--- src/hdl/nsc_ram.sv ---
// ---------------------------------------------------------------------------
// nsc_ram
// Generic single-write, single-read RAM with registered read data.
// ---------------------------------------------------------------------------
`default_nettype none
module nsc_ram #(
   parameter int WIDTH = 32,
   parameter int DEPTH = 64
) (
   input  wire logic                     clock,
   input  wire logic                     wr_en,
   input  wire logic [$clog2(DEPTH)-1:0] wr_addr,
   input  wire logic [WIDTH-1:0]         wr_data,
   input  wire logic [$clog2(DEPTH)-1:0] rd_addr,
   output logic      [WIDTH-1:0]         rd_data
);
   logic [WIDTH-1:0] mem [DEPTH];

   // write port and registered read port
   always_ff @(posedge clock) begin
      if (wr_en) begin
         mem[wr_addr] <= wr_data;
      end
      rd_data <= mem[rd_addr];
   end
endmodule
`default_nettype wire

--- config.mk ---
export PLATFORM = sky130hd
export DESIGN_NAME = nsc_ram
export DESIGN_NICKNAME = d
export VERILOG_FILES = /design/src/hdl/nsc_ram.sv
export SDC_FILE = /design/constraint.sdc
export NUM_CORES = 2
export LEC_CHECK = 0
export BUFFER_PORTS_ARGS = -buffer_cell sky130_fd_sc_hd__buf_2
export CAP_MARGIN = 20
export CORE_MARGIN = 5
export CORE_UTILIZATION = 45
export CTS_CLUSTER_SIZE = 16
export DETAILED_ROUTE_END_ITERATION = 10
export MAX_ROUTING_LAYER = met4
export PLACE_DENSITY = 0.63
export REMOVE_ABC_BUFFERS = 1
export SLEW_MARGIN = 20
export SYNTH_ARGS = -nofsm -noshare
export SYNTH_HDL_FRONTEND = slang
export SYNTH_SLANG_ARGS = --single-unit
--- constraint.sdc ---
create_clock -name clock -period 4.67 [get_ports clock]
set_input_delay 0.467 -clock clock [delete_from_list [all_inputs] [get_ports clock]]
set_output_delay 0.467 -clock clock [all_outputs]
set_load 0.05 [all_outputs]
==> flow_metrics.py <==
metrics = {
    "critical_path": {
        "regToRegSetupSlack_ns": 2.10,
        "r2r_end": "rd_data[18]",
        "r2r_cells": 4,
        "worst-setup-path-type": "in2reg",
        "crit_path_end": "rd_data[18]",
        "worstPathArrival_ns": 3.65,
        "required_ns": 5.28,
        "end_kind": "flip-flop",
        "crit_start": "rd_addr[0]",
        "reg2reg_from": "mem[22][18]",
        "crit_fanout": 43,
        "cp-start-kind": "input port",
    },
    "die": {
        "fp.coreArea_mm2": 0.174,
        "io_pins": 78,
        "initial_utilization_pct": 45.2,
        "num_rows": 153,
        "die_y_um": 428,
        "dieWidth_um": 428,
        "die_area_mm2": 0.183,
    },
    "cts": {
        "htree_levels": 4,
        "cts_resized": 0,
        "clk_pin_slew_worst_paths_ns": 0.06,
        "cts_tree": "built",
        "cts-root-buf": "clkbuf_16",
        "ctsHoldBuffers": 1,
        "cts_buffers": 200,
        "cts_buffer_depth": 3,
        "clkLatencyLatePin_ns": 0.83,
        "cts_setup_buffers": 0,
        "cts_num_sinks": 2080,
    },
    "place": {
        "dp_cells": 5748,
        "gp_congestion": 0.856,
        "dpl.hpwl_mm": 117,
        "place.port_buffers": 77,
    },
    "power_and_ir_drop": {
        "internal-power_mw": 30.3,
        "ir_worst_vdd_mv": 0.348,
        "power_switching_mw": 8.37,
        "power_density_mw_per_mm2": 432,
        "swShare_pct": 21.6,
        "comb_power_share_pct": 5.5,
        "power.share.clock_pct": 40.8,
        "p_leak_nw": 27.9,
        "seq_power_share_pct": 53.7,
    },
    "drt": {
        "route.detailed.drc": 0,
        "dr_wl_met2_mm": 99.7,
        "drt_pass1_iterations": 6,
        "vias": 36977,
        "topRoutingLayerUsed": "met4",
        "antenna_left": 0,
        "drt-met1-wl_mm": 79.5,
        "wirelength_mm": 202,
        "via_per_inst": 6.04,
        "route.met3.wl_mm": 16.7,
        "wl_per_cell_um": 33.0,
        "drtIter0Drc": 4672,
    },
    "timing": {
        "fmax_mhz": 329,
        "hold_violations": 0,
        "period_minus_slack_ns": 3.04,
        "holdWs_ns": 0.188,
        "skew_ns": 0.0453,
        "fin_crit_sh_pct": 65.1,
        "rsz0062_at_grt": "no",
        "setup-violations-final": 0,
        "worst_pin_slew_ns": 1.11,
        "finalMaxSlewViolations": 0,
        "fin_setup_tns_ns": 0,
        "slew_headroom_pct": 25.5,
    },
    "logic_synthesis": {
        "ys_seq_elements": 2080,
        "yosysUniqueCellTypes": 34,
        "yosysSeqAreaShare_pct": 79.1,
        "netlist_area_mm2": 0.0785,
        "ys_warn_count": 0,
        "syn_inst": 3324,
        "synth.avg_cell_area_um2": 23.6,
    },
    "flow_run": {
        "maxCapViolations": 0,
    },
    "status": {
        "status": "complete, no violations",
    },
    "global_route": {
        "grt_usage_pct": 23.0,
        "grt_overflow_total": 0,
        "grt_pass1_vias": 37887,
        "antenna_found_initial": 18,
        "grt_pass1_wl_mm": 287,
        "grt_max_degree": 65,
    },
    "min_path": {
        "hold_path_class": "in2reg",
    },
    "finish": {
        "stdcell_count": 6122,
        "nNetsFinal": 3672,
        "drive_gt1_share_pct": 30.9,
        "synthToLayoutAreaGrowth_pct": 14.2,
    },
}
cells in the final DEF (no fill, tap or decap), drive strengths merged, types with 4 or more instances in the layout:
| cell | synthesis | final |
|---|---|---|
| a21oi | 62 | 62 |
| a22oi | 12 | 12 |
| a311oi | 8 | 8 |
| a41o | 4 | 4 |
| and3 | 4 | 4 |
| buf | 108 | 281 |
| bufinv | 0 | 11 |
| clkbuf | 74 | 281 |
| clkinv | 0 | 74 |
| dfxtp | 32 | 32 |
| edfxtp | 2048 | 2048 |
| mux2i | 93 | 93 |
| mux4 | 544 | 544 |
| nand2 | 26 | 26 |
| nand2b | 8 | 8 |
| nand3 | 5 | 5 |
| nand3b | 5 | 5 |
| nor2 | 137 | 137 |
| nor2b | 15 | 15 |
| nor3 | 7 | 7 |
| o221ai | 27 | 27 |
| o22ai | 84 | 84 |
| o32ai | 4 | 4 |
| or3b | 5 | 5 |
registers in the layout, summed over array words and instances, names as in the netlist:
name / count
rd_data: 32
mem: 2048
critical path, stage by stage:
cell and delay, ns:
buf_8 0.44, buf_4 0.32, buf_12 0.29, mux4_2 0.57, mux4_2 0.47, o22ai_1 0.69, nor2_1 0.28
kinds of logic after synthesis:
| kind of cell | synth area share, % |
|---|---|
| multiplexers | 16.8 |
| AND/OR/NAND/NOR | 1.27 |
| buffers and inverters | 1.13 |
| flip-flops | 79.1 |
| AO/OA/AOI/OAI | 1.67 |
power groups by stage:
stage / sequential (mW) / combinational [mW] / clock (mW)
after global routing: 20.8 / 2.23 / 16.9
after floorplan: 21.2 / 0.765 / 0
final: 20.8 / 2.12 / 15.8
after global placement: 21.2 / 2.11 / 0
after CTS: 20.8 / 2.14 / 16.0
after detailed placement: 21.2 / 2.14 / 0
how the worst min path moves through the flow:
stage / startpoint / to / cells past startpoint
after floorplan: wr_data[0] / mem[0][0] / 0
after global placement: mem[12][20] / rd_data[20] / 4
after detailed placement: mem[12][20] / rd_data[20] / 4
after CTS: wr_data[31] / mem[56][31] / 1
after global routing: wr_data[31] / mem[56][31] / 1
final: wr_data[31] / mem[56][31] / 1
through the flow:
stage          power, mW  util, %  instance area [um2]  worst slack [ns]
2_1_floorplan       22.0        -                77600              1.20
3_3_place_gp        23.3     47.9                83200             0.833
3_5_place_dp        23.3     47.9                83200             0.825
4_1_cts             38.9     51.6                89600              1.70
5_1_grt             39.9     51.6                89600              1.48
6_report            38.7     51.6                89600              1.63
layout make-up:
cell class	instances	area (um2)
timing repair buffer	282	2210
clock buffer	281	5560
fill	13391	84000
sequential	2080	62100
tap	2325	2910
multi-input combinational	1062	16000
antenna	1	2.50
clock inverter	91	836
per-layer routing:
layer / GRT usage [%] / vias to the layer above
li1: - / 14880
met1: 31.0 / 20073
met2: 36.3 / 1701
met3: 4.31 / 323
met4: 6.63 / 0
met5: - / -
Yosys cell counts:
cell	number	share of area, %
edfxtp_1	2048	78
mux4_2	544	16
nor2_1	137	0.65
mux2i_1	93	1.2
o22ai_1	84	0.67
clkbuf_1	74	0.35
a21oi_1	62	0.40
buf_2	57	0.36
dfxtp_1	32	0.82
o221ai_1	27	0.30
nand2_1	26	0.12
buf_4	25	0.24
buf_1	21	0.10
nor2b_1	15	0.12
a22oi_1	12	0.11
a311oi_1	8	0.089
nand2b_1	8	0.064
nor3_1	7	0.045
buf_6	5	0.072
nand3_1	5	0.032
nand3b_1	5	0.048
a41o_1	4	0.051
and3_1	4	0.032
o32ai_1	4	0.045
or3_1	3	0.024
or3b_2	3	0.033
and2_1	2	0.016
nand4_1	2	0.016
or3b_1	2	0.022
a31oi_1	1	0.0080
nand4b_1	1	0.011
or2_0	1	0.0080
or2_1	1	0.0080
or2_2	1	0.0080
Note: power is estimated with default switching activity, not from simulation.
