`config.mk`:
```
export PLATFORM = sky130hd
export DESIGN_NAME = nsc_div
export DESIGN_NICKNAME = d
export VERILOG_FILES = /design/src/hdl/nsc_pkg.sv /design/src/hdl/nsc_div.sv
export SDC_FILE = /design/constraint.sdc
export NUM_CORES = 1
export LEC_CHECK = 0
export ABC_AREA = 1
export ABC_CLOCK_PERIOD_IN_PS = 4000
export BUFFER_PORTS_ARGS = -buffer_cell sky130_fd_sc_hd__buf_2
export CORE_ASPECT_RATIO = 1.2
export CORE_UTILIZATION = 30
export DETAILED_ROUTE_END_ITERATION = 6
export PLACE_DENSITY = 0.59
export RECOVER_POWER = 50
export SETUP_SLACK_MARGIN = 0.4
export SYNTH_ARGS = -nofsm -noshare
export SYNTH_HDL_FRONTEND = slang
export SYNTH_SLANG_ARGS = --single-unit
export TNS_END_PERCENT = 10
```
`constraint.sdc`:
```
create_clock -name clock -period 4 [get_ports clock]
set_clock_uncertainty 0.05 [all_clocks]
set_input_delay 0 -clock clock [delete_from_list [all_inputs] [get_ports clock]]
set_output_delay 0 -clock clock [all_outputs]
set_load 0.05 [all_outputs]
```
`src/hdl/nsc_pkg.sv`:
```
// ---------------------------------------------------------------------------
// nsc_pkg
// Shared types, constants and helpers of the nearest-site catchment block.
// ---------------------------------------------------------------------------
`default_nettype none
package nsc_pkg;

   localparam int MAX_SITES   = 64;
   localparam int SITE_W      = $clog2(MAX_SITES);
   localparam int CNT_W       = SITE_W + 1;
   localparam int GRID_DIM    = 128;
   localparam int FAR_CNT_W   = 15;
   localparam int FAR_CNT_RAW = GRID_DIM * GRID_DIM;
   localparam logic [FAR_CNT_W-1:0] FAR_CNT_MAX =
      (FAR_CNT_RAW > 32767) ? 15'h7fff : FAR_CNT_W'(FAR_CNT_RAW);
   localparam int FAR_RADIUS  = 5;
   localparam logic [32:0] FAR_LIMIT = 33'(FAR_RADIUS * FAR_RADIUS) << 16;

   typedef enum logic [1:0] {
      OP_LOAD   = 2'd0,
      OP_CELL   = 2'd1,
      OP_FINISH = 2'd2,
      OP_CLEAR  = 2'd3
   } op_type;

   typedef struct packed {
      logic [1:0]         opcode;
      logic signed [15:0] site_x;
      logic signed [15:0] site_y;
      logic [13:0]        site_capacity;
      logic [6:0]         cell_row;
      logic [6:0]         cell_col;
      logic [15:0]        cell_population;
   } req_type;

   typedef struct packed {
      logic [1:0]  kind;
      logic [5:0]  nearest_site;
      logic        site_found;
      logic        far_flag;
      logic [31:0] days_needed;
      logic [31:0] total_people;
      logic [31:0] far_people;
      logic [14:0] far_cells;
      logic        table_full;
   } rsp_type;

   typedef struct packed {
      logic signed [15:0] x;
      logic signed [15:0] y;
      logic [13:0]        cap;
   } site_type;

   typedef struct packed {
      logic        done;
      logic [31:0] quotient;
      logic        rem_nz;
   } div_res_type;

   function automatic logic [31:0] sat_add32(input logic [31:0] a, input logic [31:0] b);
      logic [32:0] s;
      s = {1'b0, a} + {1'b0, b};
      return s[32] ? 32'hffff_ffff : s[31:0];
   endfunction

endpackage
`default_nettype wire

```
`src/hdl/nsc_div.sv`:
```
// ---------------------------------------------------------------------------
// nsc_div
// Restoring divider, one quotient bit per cycle for a 32-bit quotient.
// ---------------------------------------------------------------------------
`default_nettype none
module nsc_div (
   input  wire logic                 clock,
   input  wire logic                 reset,
   input  wire logic                 start,
   input  wire logic [31:0]          dividend,
   input  wire logic [13:0]          divisor,
   output nsc_pkg::div_res_type      res
);
   import nsc_pkg::*;

   logic        run_ff, run_in;
   logic        done_ff, done_in;
   logic [4:0]  cnt_ff, cnt_in;
   logic [13:0] rem_ff, rem_in;
   logic [31:0] quo_ff, quo_in;
   logic [13:0] dsr_ff, dsr_in;
   logic [14:0] trial;

   // one shift-subtract step per cycle
   always_comb begin
      run_in  = run_ff;
      done_in = 1'b0;
      cnt_in  = cnt_ff;
      rem_in  = rem_ff;
      quo_in  = quo_ff;
      dsr_in  = dsr_ff;
      trial   = {rem_ff, quo_ff[31]};
      if (start) begin
         run_in = 1'b1;
         cnt_in = 5'd31;
         rem_in = '0;
         quo_in = dividend;
         dsr_in = divisor;
      end else if (run_ff) begin
         if (trial >= {1'b0, dsr_ff}) begin
            rem_in = 14'(trial - {1'b0, dsr_ff});
            quo_in = {quo_ff[30:0], 1'b1};
         end else begin
            rem_in = trial[13:0];
            quo_in = {quo_ff[30:0], 1'b0};
         end
         cnt_in = cnt_ff - 5'd1;
         if (cnt_ff == 5'd0) begin
            run_in  = 1'b0;
            done_in = 1'b1;
         end
      end
   end

   always_ff @(posedge clock) begin
      if (reset) begin
         run_ff  <= 1'b0;
         done_ff <= 1'b0;
      end else begin
         run_ff  <= run_in;
         done_ff <= done_in;
      end
      cnt_ff <= cnt_in;
      rem_ff <= rem_in;
      quo_ff <= quo_in;
      dsr_ff <= dsr_in;
   end

   assign res.done     = done_ff;
   assign res.quotient = quo_ff;
   assign res.rem_nz   = (rem_ff != '0);
endmodule
`default_nettype wire

```
==> results of run 1 <==
## cells in the mapped netlist, types with 2 or more instances
cell type / instances
sky130_fd_sc_hd__inv_1: 53
sky130_fd_sc_hd__a21oi_1: 9
sky130_fd_sc_hd__nor2_1: 27
sky130_fd_sc_hd__buf_4: 2
sky130_fd_sc_hd__xor2_1: 2
sky130_fd_sc_hd__edfxtp_1: 46
sky130_fd_sc_hd__ha_1: 16
sky130_fd_sc_hd__o21ai_0: 7
sky130_fd_sc_hd__nand2_1: 191
sky130_fd_sc_hd__o21ai_1: 2
sky130_fd_sc_hd__clkbuf_1: 7
sky130_fd_sc_hd__xnor2_1: 5
sky130_fd_sc_hd__nor2_2: 8
sky130_fd_sc_hd__dfxtp_1: 21
sky130_fd_sc_hd__nand3_1: 24
sky130_fd_sc_hd__nand2_2: 3
sky130_fd_sc_hd__nand4_1: 10
sky130_fd_sc_hd__nor3_1: 5
sky130_fd_sc_hd__nor4_1: 2
## stage by stage
step	instance area [µm²]	utilization [%]	hold slack, ps	setup slack (ps)
final	5000	41.5	328	1410
after global routing	5000	41.5	333	1150
after CTS	5050	41.9	144	1760
after detailed placement	4260	35.4	128	1760
after global placement	4260	35.4	128	1810
after floorplan	3690	-	29.3	1800
## how the worst max path moves through the flow
stage,startpoint,to,slack [ps],depth (start not counted)
after global routing,start,quo_ff[29]$_DFFE_PP_,1150,4
after CTS,rem_ff[1]$_SDFFE_PP0P_,quo_ff[0]$_DFFE_PP_,1760,9
after detailed placement,rem_ff[1]$_SDFFE_PP0P_,quo_ff[0]$_DFFE_PP_,1760,9
final,start,quo_ff[29]$_DFFE_PP_,1410,4
after global placement,quo_ff[31]$_DFFE_PP_,rem_ff[6]$_SDFFE_PP0P_,1810,11
after floorplan,quo_ff[31]$_DFFE_PP_,rem_ff[6]$_SDFFE_PP0P_,1800,11
## cell type report
class	instances	area (µm²)	share of cell area [%]
sequential	67	1800	36.0
timing repair buffer	132	850	17.0
clock buffer	10	229	4.58
tap	161	201	4.03
multi-input combinational	326	1620	32.5
clock inverter	6	90.1	1.80
inverter	54	203	4.06
## power by group
group	internal [mW]	switching (mW)	total, mW
registers	0.802	0.0265	0.828
clock network	0.547	0.302	0.849
logic	0.108	0.254	0.362
total	1.46	0.583	2.04
## registers in the layout, indices dropped and copies added, names as in the netlist
name     cells
cnt_ff       5
done_ff      1
dsr_ff      14
quo_ff      32
rem_ff      14
run_ff       1
## per-layer routing
| layer | part of all wire [%] | wire length [µm] | track usage [%] |
|---|---|---|---|
| met1 | 44 | 4340 | 20.6 |
| met2 | 47 | 4640 | 27.8 |
| met3 | 5.9 | 577 | 4.92 |
| met4 | 2.2 | 215 | 6.43 |
| met5 | 0 | 0 | 0 |
## worst reg2reg max path: cells and delay by family (launching register included)
| family | cells | cell delay (ps) |
|---|---|---|
| AND/OR/NAND/NOR | 1 | 80 |
| buffers and inverters | 2 | 1360 |
| flip-flops | 1 | 370 |
## logic make-up after synthesis
family | count (synthesis)
and+or+nand+nor | 278
DFF | 67
AOI/OAI and AO/OA | 24
adders and majority gates | 17
xor gates and xnor gates | 7
buffers and inverters | 65
==> impl_metrics.csv, run 1 <==
group,metric,value,unit
run_status,outcome,"finished with violations",
run_status,failing_checks,"max-capacitance violations, max-slew violations",
critical_path,crit_path_cell_trace,"clkbuf_1, nor2_1, inv_1, clkbuf_1",
clock_tree,cts.root.buffer_cell,"sky130_fd_sc_hd__clkbuf_16",
critical_path,timing.critical_path.slowest_stage_cell,"sky130_fd_sc_hd__clkbuf_1",
floorplanning,fp.coreArea,12100,µm²
timing,achievable-frequency,386,MHz
critical_path,critical_path.max_stage_delay,1230,ps
clock_tree,cts_resized,0,
placement,gp_weighted_congestion,0.873,
synthesis,ys_ff_latch,67,
synthesis,synth_area_leader_cell,"sky130_fd_sc_hd__edfxtp_1",
final_layout,syn2layout_area_growth,35.5,%
drt,avgRoutedWirePerCell,12.9,µm
placement,post-place-cells,693,
final_layout,final_net_count,656,
synthesis,synth.cell_area,3690,µm²
synthesis,postSynthNetCount,524,
global_routing,grt_antenna_before_repair,0,
critical_path,critical_path_class,"primary input to register",
timing,layout_min_cycle_time,2590,ps
floorplanning,rows,44,
clock_tree,cts_max_path_buffers,2,
floorplanning,start_util,30.6,%
critical_path,crit_path_start_kind,"primary input",
pwr,powerDensity,408,nW/µm²
synthesis,synth_compound_gate_area_share,3.87,%
clock_tree,cts.sinks,67,
floorplanning,fp.dieW,103,µm
synthesis,async_flop_share,0,%
timing,final-setup-viol-count,0,
critical_path,timing.critical_path.to_type,"register",
global_routing,grt_max_degree,34,
synthesis,post_synthesis_share_of_cell_area_spent_on_xor_and_xnor_gates,1.66,%
hold_path,timing.hold.worst_endpoint,"dsr_ff[10]$_DFFE_PP_",
drt,via_count,3395,
flow_run,count_of_maximum_capacitance_violations,1,
clock_tree,clkLatencyLatePin,330,ps
synthesis,post_synth_inst_count,458,
clock_tree,cts_tree,"built",
critical_path,cp_num_buf_inv,3,
timing,rsz0062_at_grt,"false",
floorplanning,ios,83,
global_routing,number_of_global_route_vias_before_repair,3481,
floorplanning,area_of_the_die,12700,µm²
critical_path,worst-endpoint-arrival,2470,ps
synthesis,ys_types,37,
drt,detailedRoute.firstIterationViolations,129,
synthesis,ys_top_cells_by_area,"sky130_fd_sc_hd__edfxtp_1 37%, sky130_fd_sc_hd__nand2_1 19%, sky130_fd_sc_hd__dfxtp_1 11%, sky130_fd_sc_hd__ha_1 5.4%, sky130_fd_sc_hd__inv_1 5.4%",
final_layout,fillers,1231,
floorplanning,chipHeight,123,µm
timing,worst_pin_slew,1690,ps
critical_path,rr_startpoint,"run_ff$_SDFF_PP0_",
global_routing,grt.overflow.total,0,
drt,drc,0,
timing,totalNegativeSetupSlack,0,ps
timing,worst_slew_margin_rel,-12.7,%
final_layout,layout.cells.most_common,"sky130_fd_sc_hd__nand2_1",
global_routing,track_usage,16.9,%
critical_path,cp.required,3880,ps
pwr,p_leak,2.38,nW
critical_path,timing.critical_path.mode_cell,"sky130_fd_sc_hd__clkbuf_1",
critical_path,setup.reg_to_reg.worst_slack,1730,ps
timing,report.final.hold_viol_count,0,
pwr,vdd_drop_max,199,µV
placement,placement.io_buffers,82,
synthesis,synth_enable_flop_cells,46,
pwr,design_power_total,2.04,mW
drt,first_pass_iters,4,
synthesis,synth_area_per_cell,8.05,µm²
clock_tree,cts_made_buffers,9,
clock_tree,holdBufCountCts,47,
clock_tree,postCtsSetupRepairBufs,0,
global_routing,grt_pass1_wl,16200,µm
hold_path,timing.hold.worst.class,"primary input to register",
timing,final_max_slew_viols,33,
placement,hpwl,6820,µm
drt,ant_nets,0,
final_layout,layout-drive-gt1-share,13.9,%
clock_tree,clkTransAtPathRegs,60,ps
hold_path,worst_hold_path.num_cells,2,
timing,finalCritPeriodShare,64.8,%
drt,drt-total-wl,9780,µm
critical_path,critical_path.top_delay_family,"buffers and inverters",
synthesis,synth_fa_ha_area_share,5.97,%
synthesis,synth_top_family_by_area,"simple AND/OR/NAND/NOR gates",
final_layout,mostFrequentLayoutCells,"191 x sky130_fd_sc_hd__nand2_1, 53 x sky130_fd_sc_hd__inv_1, 48 x sky130_fd_sc_hd__buf_2",
synthesis,ys_dominant_reg_cell,"sky130_fd_sc_hd__edfxtp_1",
final_layout,fin_cells,756,
synthesis,synth-seq-area-share,48.8,%
synthesis,synth_warnings,0,
clock_tree,cts_htree_levels,3,
critical_path,worst-path-max-fanout,32,
hold_path,hold_path.startpoint,"divisor[10]",
synthesis,synth_simple_gate_area_share,32.5,%
final_layout,antenna_cells,0,
drt,routed_via_density,4.49,
critical_path,timing.reg2reg.worst_path_depth,3,
synthesis,synthDominantCellAreaShare,37.4,%
synthesis,synthMuxAreaShare,0,%
critical_path,critical_path.reg2reg.endpoint,"quo_ff[29]$_DFFE_PP_",
Note: power is estimated with default switching activity, not from simulation.
==> inputs of run 2 (changes only) <==
- ABC_CLOCK_PERIOD_IN_PS: 4000 -> 2600
- clock period: 4 -> 2.6 ns (I/O delays scaled with it)
==> run 2 against run 1 <==
The flow still finishes with violations (max-capacitance violations, max-slew violations). Sequential share of layout area shrank 0.54 points. Critical path depth grew 8. Non-clock buffer count grew 2. Clock-buffer cell count grew 2. Hold slack lost 220 ps. Final cell count grew 0.53%. Sequential cell count is the same. Global-route usage shrank 0.27 points. Largest cell class unchanged. Largest power group is now registers.
==> impl_metrics.csv, run 2 (same netlist as run 1, synthesis figures left out) <==
group,metric,value,unit
run_status,outcome,"finished with violations",
clock_tree,clkTransAtPathRegs,60,ps
timing,final-setup-viol-count,0,
clock_tree,cts.sinks,67,
global_routing,grt_pass1_wl,16000,µm
drt,drt-total-wl,10000,µm
timing,achievable-frequency,482,MHz
critical_path,worst-path-max-fanout,4,
timing,totalNegativeSetupSlack,0,ps
final_layout,antenna_cells,0,
global_routing,grt_max_degree,36,
hold_path,timing.hold.worst.class,"primary input to register",
floorplanning,area_of_the_die,12700,µm²
drt,ant_nets,0,
placement,gp_weighted_congestion,0.879,
global_routing,grt.overflow.total,0,
pwr,vdd_drop_max,319,µV
timing,worst_pin_slew,1760,ps
timing,rsz0062_at_grt,"true",
floorplanning,ios,83,
timing,finalCritPeriodShare,79.8,%
critical_path,timing.critical_path.mode_cell,"sky130_fd_sc_hd__nand2_1",
final_layout,fillers,1223,
drt,drc,0,
flow_run,count_of_maximum_capacitance_violations,1,
floorplanning,rows,44,
critical_path,timing.critical_path.slowest_stage_cell,"sky130_fd_sc_hd__fa_1",
final_layout,final_net_count,660,
timing,report.final.hold_viol_count,0,
global_routing,grt_antenna_before_repair,0,
global_routing,track_usage,16.6,%
timing,worst_slew_margin_rel,-17.5,%
timing,final_max_slew_viols,36,
critical_path,worst-endpoint-arrival,2250,ps
clock_tree,cts.root.buffer_cell,"sky130_fd_sc_hd__clkbuf_16",
floorplanning,fp.coreArea,12100,µm²
placement,placement.io_buffers,82,
placement,post-place-cells,693,
clock_tree,cts_made_buffers,9,
drt,avgRoutedWirePerCell,13.2,µm
final_layout,layout-drive-gt1-share,15.5,%
drt,first_pass_iters,5,
clock_tree,cts_max_path_buffers,2,
final_layout,fin_cells,760,
final_layout,reg_top3,"quo_ff: 32 flops, dsr_ff: 14 flops, rem_ff: 14 flops",
floorplanning,fp.dieW,103,µm
clock_tree,cts_tree,"built",
final_layout,largest_register_ff_count,32,
timing,layout_min_cycle_time,2070,ps
critical_path,critical_path.max_stage_delay,440,ps
run_status,failing_checks,"max-capacitance violations, max-slew violations",
critical_path,timing.critical_path.to_type,"register",
clock_tree,cts_htree_levels,3,
clock_tree,clkLatencyLatePin,330,ps
drt,detailedRoute.firstIterationViolations,156,
pwr,p_leak,2.43,nW
floorplanning,start_util,30.6,%
drt,via_count,3418,
pwr,powerDensity,608,nW/µm²
global_routing,number_of_global_route_vias_before_repair,3395,
final_layout,mostFrequentLayoutCells,"191 x sky130_fd_sc_hd__nand2_1, 52 x sky130_fd_sc_hd__inv_1, 48 x sky130_fd_sc_hd__buf_2",
drt,routed_via_density,4.50,
final_layout,syn2layout_area_growth,37.6,%
placement,hpwl,6710,µm
floorplanning,chipHeight,123,µm
final_layout,layout.cells.most_common,"sky130_fd_sc_hd__nand2_1",
critical_path,cp.required,2770,ps
timing,hold-worst-slack,106,ps
critical_path,critical_path_class,"register to register",
final_layout,register_with_the_most_flip_flops,"quo_ff",
critical_path,crit_path_start_kind,"register",
critical_path,crit_path_cell_trace,"inv_2, ha_1, inv_1, fa_1, nand3_1, nand3_2, nand2_1, nand2_1, xnor2_1, nand2_1, nand3_1, nand2_1",
-- run 2: cell types whose count changed in the layout (fill, tap and decap cells not counted), moves of 2 or more --
cell	previous run	this run
sky130_fd_sc_hd__buf_4	0	3
sky130_fd_sc_hd__nand3_4	1	3
sky130_fd_sc_hd__clkbuf_1	38	35
sky130_fd_sc_hd__clkbuf_8	0	2
sky130_fd_sc_hd__clkinv_4	2	0
-- run 2: metrics by stage --
step	util (%)	power [mW]	setup slack [ps]	instance area, µm²
global placement	35.4	1.81	465	4260
global route	42.1	3.21	385	5070
CTS	41.8	3.11	441	5040
detailed placement	35.4	1.81	456	4260
floorplan	-	1.66	429	3690
finish	42.1	3.08	526	5070
-- run 2: area by class of cell --
type                       count  area (µm²)  area share (%)
multi-input combinational    328        1680            33.0
timing repair buffer         134         886            17.5
clock buffer                  12         256            5.05
tap                          161         201            3.97
sequential                    67        1800            35.5
inverter                      54         203            3.99
clock inverter                 4        50.0           0.986
-- run 2: power by group --
part | switching [mW] | total (mW) | internal [mW]
Sequential | 0.0403 | 1.27 | 1.23
Clock | 0.459 | 1.25 | 0.793
Combinational | 0.391 | 0.560 | 0.169
Total | 0.890 | 3.08 | 2.19
-- run 2: worst max-delay path, delay by kind of cell, from the launching register on --
kind	cells	cell delay [ps]
xor gates and xnor gates	1	140
DFF	1	390
adders and majority gates	2	580
and+or+nand+nor	7	660
buffers and inverters	2	130
-- run 2: metal layers --
metal / share of wire (%) / GRT usage (%) / vias to the layer above
met5: 0 / 0 / -
met4: 2.3 / 6.16 / 0
met3: 5.8 / 4.13 / 21
met2: 48 / 28.0 / 110
met1: 44 / 20.3 / 1539
li1: - / - / 1748
-- run 2: timing repair --
item | 4_1_cts | 5_1_grt
hold endpoints to repair | 48 | 0
buffers inserted | 0 | 2
hold buffers | 47 | 0
resized for setup | 0 | 6
setup endpoints to repair | 0 | 15
-- run 2: final timing paths --
| path | startpoint | end | slack [ps] | cells after the start |
|---|---|---|---|---|
| worst min register to register | cnt_ff[4]$_SDFFE_PP1P_ | cnt_ff[4]$_SDFFE_PP1P_ | 440 | 2 |
| worst min-delay path | start | cnt_ff[2]$_SDFFE_PP1P_ | 110 | 3 |
| worst max-delay path | quo_ff[31]$_DFFE_PP_ | rem_ff[8]$_SDFFE_PP0P_ | 530 | 12 |
| worst max register to register | quo_ff[31]$_DFFE_PP_ | rem_ff[8]$_SDFFE_PP0P_ | 530 | 12 |
==> inputs of run 3 (changes only) <==
- ABC_AREA: 1 -> 0
- ABC_CLOCK_PERIOD_IN_PS: 2600 -> 2000
- PLACE_DENSITY: 0.59 -> 0.6
- clock period: 2.6 -> 2 ns (I/O delays scaled with it)
==> run 3 against run 2 <==
The flow finishes with violations (negative setup slack). Global-route usage grew 0.92 points. Core utilization grew 7.6 points. Power grew 44%. Hold slack gained 59 ps. Die area shrank 5.0%. Sequential power grew 32%. Critical path type unchanged. Critical endpoint is now quo_ff[0]$_DFFE_PP_.
==> impl_metrics.csv, run 3 <==
group,metric,value,unit
run_status,outcome,"finished with violations",
run_status,failing_checks,"negative setup slack",
drt,avgRoutedWirePerCell,15.3,µm
timing,final_critical_path_setup_slack,-293,ps
floorplanning,chipHeight,120,µm
timing,rsz0062_at_grt,"true",
synthesis,async_flop_share,0,%
clock_tree,clkLatencyLatePin,330,ps
clock_tree,cts_htree_levels,3,
global_routing,grt_pass1_wl,16300,µm
floorplanning,rows,42,
synthesis,synth-seq-area-share,51.4,%
pwr,vdd_drop_max,565,µV
drt,drt-total-wl,10000,µm
floorplanning,fp.dieW,101,µm
drt,ant_nets,0,
synthesis,synth_area_per_cell,11.7,µm²
placement,gp_weighted_congestion,0.831,
critical_path,worst-path-max-fanout,5,
drt,via_count,3106,
hold_path,worst_hold_path.num_cells,1,
synthesis,synth_area_leader_cell,"sky130_fd_sc_hd__edfxtp_1",
final_layout,register_area,1800,µm²
final_layout,largest_register_ff_count,32,
flow_run,count_of_maximum_capacitance_violations,0,
floorplanning,fp.coreArea,11200,µm²
placement,post-place-cells,583,
clock_tree,cts_max_path_buffers,2,
timing,final_max_slew_viols,0,
final_layout,register_with_the_most_flip_flops,"quo_ff",
floorplanning,area_of_the_die,12100,µm²
global_routing,grt_max_degree,31,
critical_path,crit_path_start_kind,"register",
placement,placement.io_buffers,82,
placement,post_place_setup_slack,-296,ps
critical_path,timing.reg2reg.worst_path_depth,9,
final_layout,fillers,973,
final_layout,fin_cells,654,
drt,first_pass_iters,4,
synthesis,post_synth_inst_count,299,
critical_path,timing.critical_path.to_type,"register",
timing,report.final.hold_viol_count,0,
critical_path,critical_path_class,"register to register",
clock_tree,cts_made_buffers,9,
critical_path,worst-endpoint-arrival,2330,ps
clock_tree,cts.sinks,67,
synthesis,synth.cell_area,3500,µm²
floorplanning,start_util,31.3,%
placement,hpwl,6510,µm
synthesis,synth_enable_flop_cells,46,
synthesis,ys_dominant_reg_cell,"sky130_fd_sc_hd__edfxtp_1",
synthesis,synth_warnings,0,
final_layout,reg_top3,"quo_ff: 32 flops, dsr_ff: 14 flops, rem_ff: 14 flops",
clock_tree,cts.root.buffer_cell,"sky130_fd_sc_hd__clkbuf_16",
final_layout,layout-drive-gt1-share,40.2,%
critical_path,critical_path.max_stage_delay,370,ps
synthesis,ys_ff_latch,67,
timing,worst_pin_slew,624,ps
final_layout,final_net_count,561,
synthesis,yosysMostFrequentCell,"sky130_fd_sc_hd__edfxtp_1",
drt,routed_via_density,4.75,
global_routing,number_of_global_route_vias_before_repair,3309,
critical_path,timing.critical_path.slowest_stage_cell,"sky130_fd_sc_hd__edfxtp_1",
floorplanning,ios,83,
clock_tree,clkTransAtPathRegs,60,ps
timing,final-setup-viol-count,15,
timing,achievable-frequency,436,MHz
critical_path,crit_path_cell_trace,"inv_1, ha_1, a21o_1, a211oi_2, o31a_1, a41oi_2, buf_4, clkbuf_16, mux2_2",
pwr,powerDensity,801,nW/µm²
final_layout,layout.cells.most_common,"sky130_fd_sc_hd__buf_4",
synthesis,yosys-top-cells-count,"46 x sky130_fd_sc_hd__edfxtp_1, 32 x sky130_fd_sc_hd__mux2_2, 22 x sky130_fd_sc_hd__inv_1, 21 x sky130_fd_sc_hd__dfxtp_1, 17 x sky130_fd_sc_hd__nand2_1",
synthesis,postSynthNetCount,365,
synthesis,ys_types,54,
timing,layout_min_cycle_time,2290,ps
drt,drc,0,
global_routing,grt_antenna_before_repair,0,
critical_path,cp.required,2030,ps
final_layout,syn2layout_area_growth,58.9,%
final_layout,antenna_cells,0,
global_routing,track_usage,17.5,%
final_layout,multi_input_area,1770,µm²
timing,worst_slew_margin_rel,58.6,%
final_layout,mostFrequentLayoutCells,"62 x sky130_fd_sc_hd__buf_4, 52 x sky130_fd_sc_hd__buf_2, 47 x sky130_fd_sc_hd__dlygate4sd3_1",
hold_path,timing.hold.worst.class,"primary input to register",
timing,finalCritPeriodShare,115,%
drt,detailedRoute.firstIterationViolations,198,
clock_tree,cts_tree,"built",
pwr,design_power_total,4.46,mW
synthesis,ys_top_cells_by_area,"sky130_fd_sc_hd__edfxtp_1 39%, sky130_fd_sc_hd__dfxtp_1 12%, sky130_fd_sc_hd__mux2_2 10%, sky130_fd_sc_hd__ha_1 5.7%, sky130_fd_sc_hd__mux2i_1 3.1%",
pwr,p_leak,2.28,nW
synthesis,synthDominantCellAreaShare,39.4,%
global_routing,grt.overflow.total,0,
-- run 3: cell count changes in the layout (fill, tap and decap cells not counted), moves of 6 or more --
cell	previous run	this run
sky130_fd_sc_hd__nand2_1	191	16
sky130_fd_sc_hd__nand4_1	10	3
sky130_fd_sc_hd__ha_4	0	7
sky130_fd_sc_hd__nor2_2	7	0
sky130_fd_sc_hd__nand2b_1	0	6
sky130_fd_sc_hd__nand3_1	23	3
sky130_fd_sc_hd__inv_1	52	18
sky130_fd_sc_hd__buf_4	3	62
sky130_fd_sc_hd__ha_1	15	8
sky130_fd_sc_hd__mux2i_1	0	9
sky130_fd_sc_hd__nor2_1	28	10
sky130_fd_sc_hd__mux2_2	0	32
sky130_fd_sc_hd__o21ai_1	2	8
-- run 3: critical path: cells and delay by family, from the launching register on --
family	cells	cell delay [ps]
adders and majority gates	1	240
buffers and inverters	3	420
muxes	1	250
AOI/OAI and AO/OA	4	710
DFF	1	370
-- run 3: where the power goes --
part	leakage, nW	switching, mW	internal (mW)
Sequential	0.631	0.0677	1.61
Combinational	1.50	0.630	0.464
Clock	0.148	0.600	1.08
Total	2.28	1.30	3.16
-- run 3: per-stage QoR --
stage          hold WS (ps)  area [µm²]  TNS, ps  utilization [%]
3_3_place_gp            126        4530    -2980             40.5
5_1_grt                 195        5570    -3920             49.7
3_5_place_dp            128        4530    -3830             40.5
4_1_cts                 159        5540    -2650             49.5
2_1_floorplan          22.4        3510    -4130                -
6_report                166        5570    -2620             49.7
-- run 3: per-layer routing --
| metal | GRT usage (%) | part of all wire (%) |
|---|---|---|
| met1 | 19.6 | 41 |
| met2 | 31.8 | 52 |
| met3 | 4.10 | 5.0 |
| met4 | 6.70 | 2.0 |
| met5 | 0 | 0 |
-- run 3: layout make-up --
class,instances,area share (%)
tap,154,3.46
sequential,67,32.4
timing repair buffer,197,25.4
inverter,22,1.48
multi-input combinational,198,31.8
clock buffer,10,4.11
clock inverter,6,1.44
-- run 3: cells by family after synthesis --
group / Yosys count / synth area share (%)
adder cells (fa/ha/maj): 17 / 6.29
XOR/XNOR: 9 / 2.25
buffers and inverters: 34 / 4.07
AO/OA/AOI/OAI: 64 / 12.6
multiplexers: 43 / 13.4
flip-flops: 67 / 51.4
AND/OR/NAND/NOR: 65 / 9.86
-- run 3: path summary, 6_finish.rpt --
| kind | endpoint | startpoint | slack [ps] |
|---|---|---|---|
| setup / recovery | quo_ff[0]$_DFFE_PP_ | dsr_ff[12]$_DFFE_PP_ | -290 |
| hold reg to reg | cnt_ff[3]$_SDFFE_PP1P_ | cnt_ff[3]$_SDFFE_PP1P_ | 450 |
| setup reg to reg | quo_ff[0]$_DFFE_PP_ | dsr_ff[12]$_DFFE_PP_ | -290 |
| hold / removal | dsr_ff[5]$_DFFE_PP_ | start | 170 |
-- run 3: repair_timing --
| action | 4_1_cts | 5_1_grt |
|---|---|---|
| setup buffers | 4 | 3 |
| cloned | 1 | 0 |
| setup endpoints to repair | 16 | 41 |
| pin swaps | 10 | 11 |
| resized for setup | 28 | 13 |
| endpoints found under the hold margin | 48 | 0 |
| hold buffers | 47 | 0 |
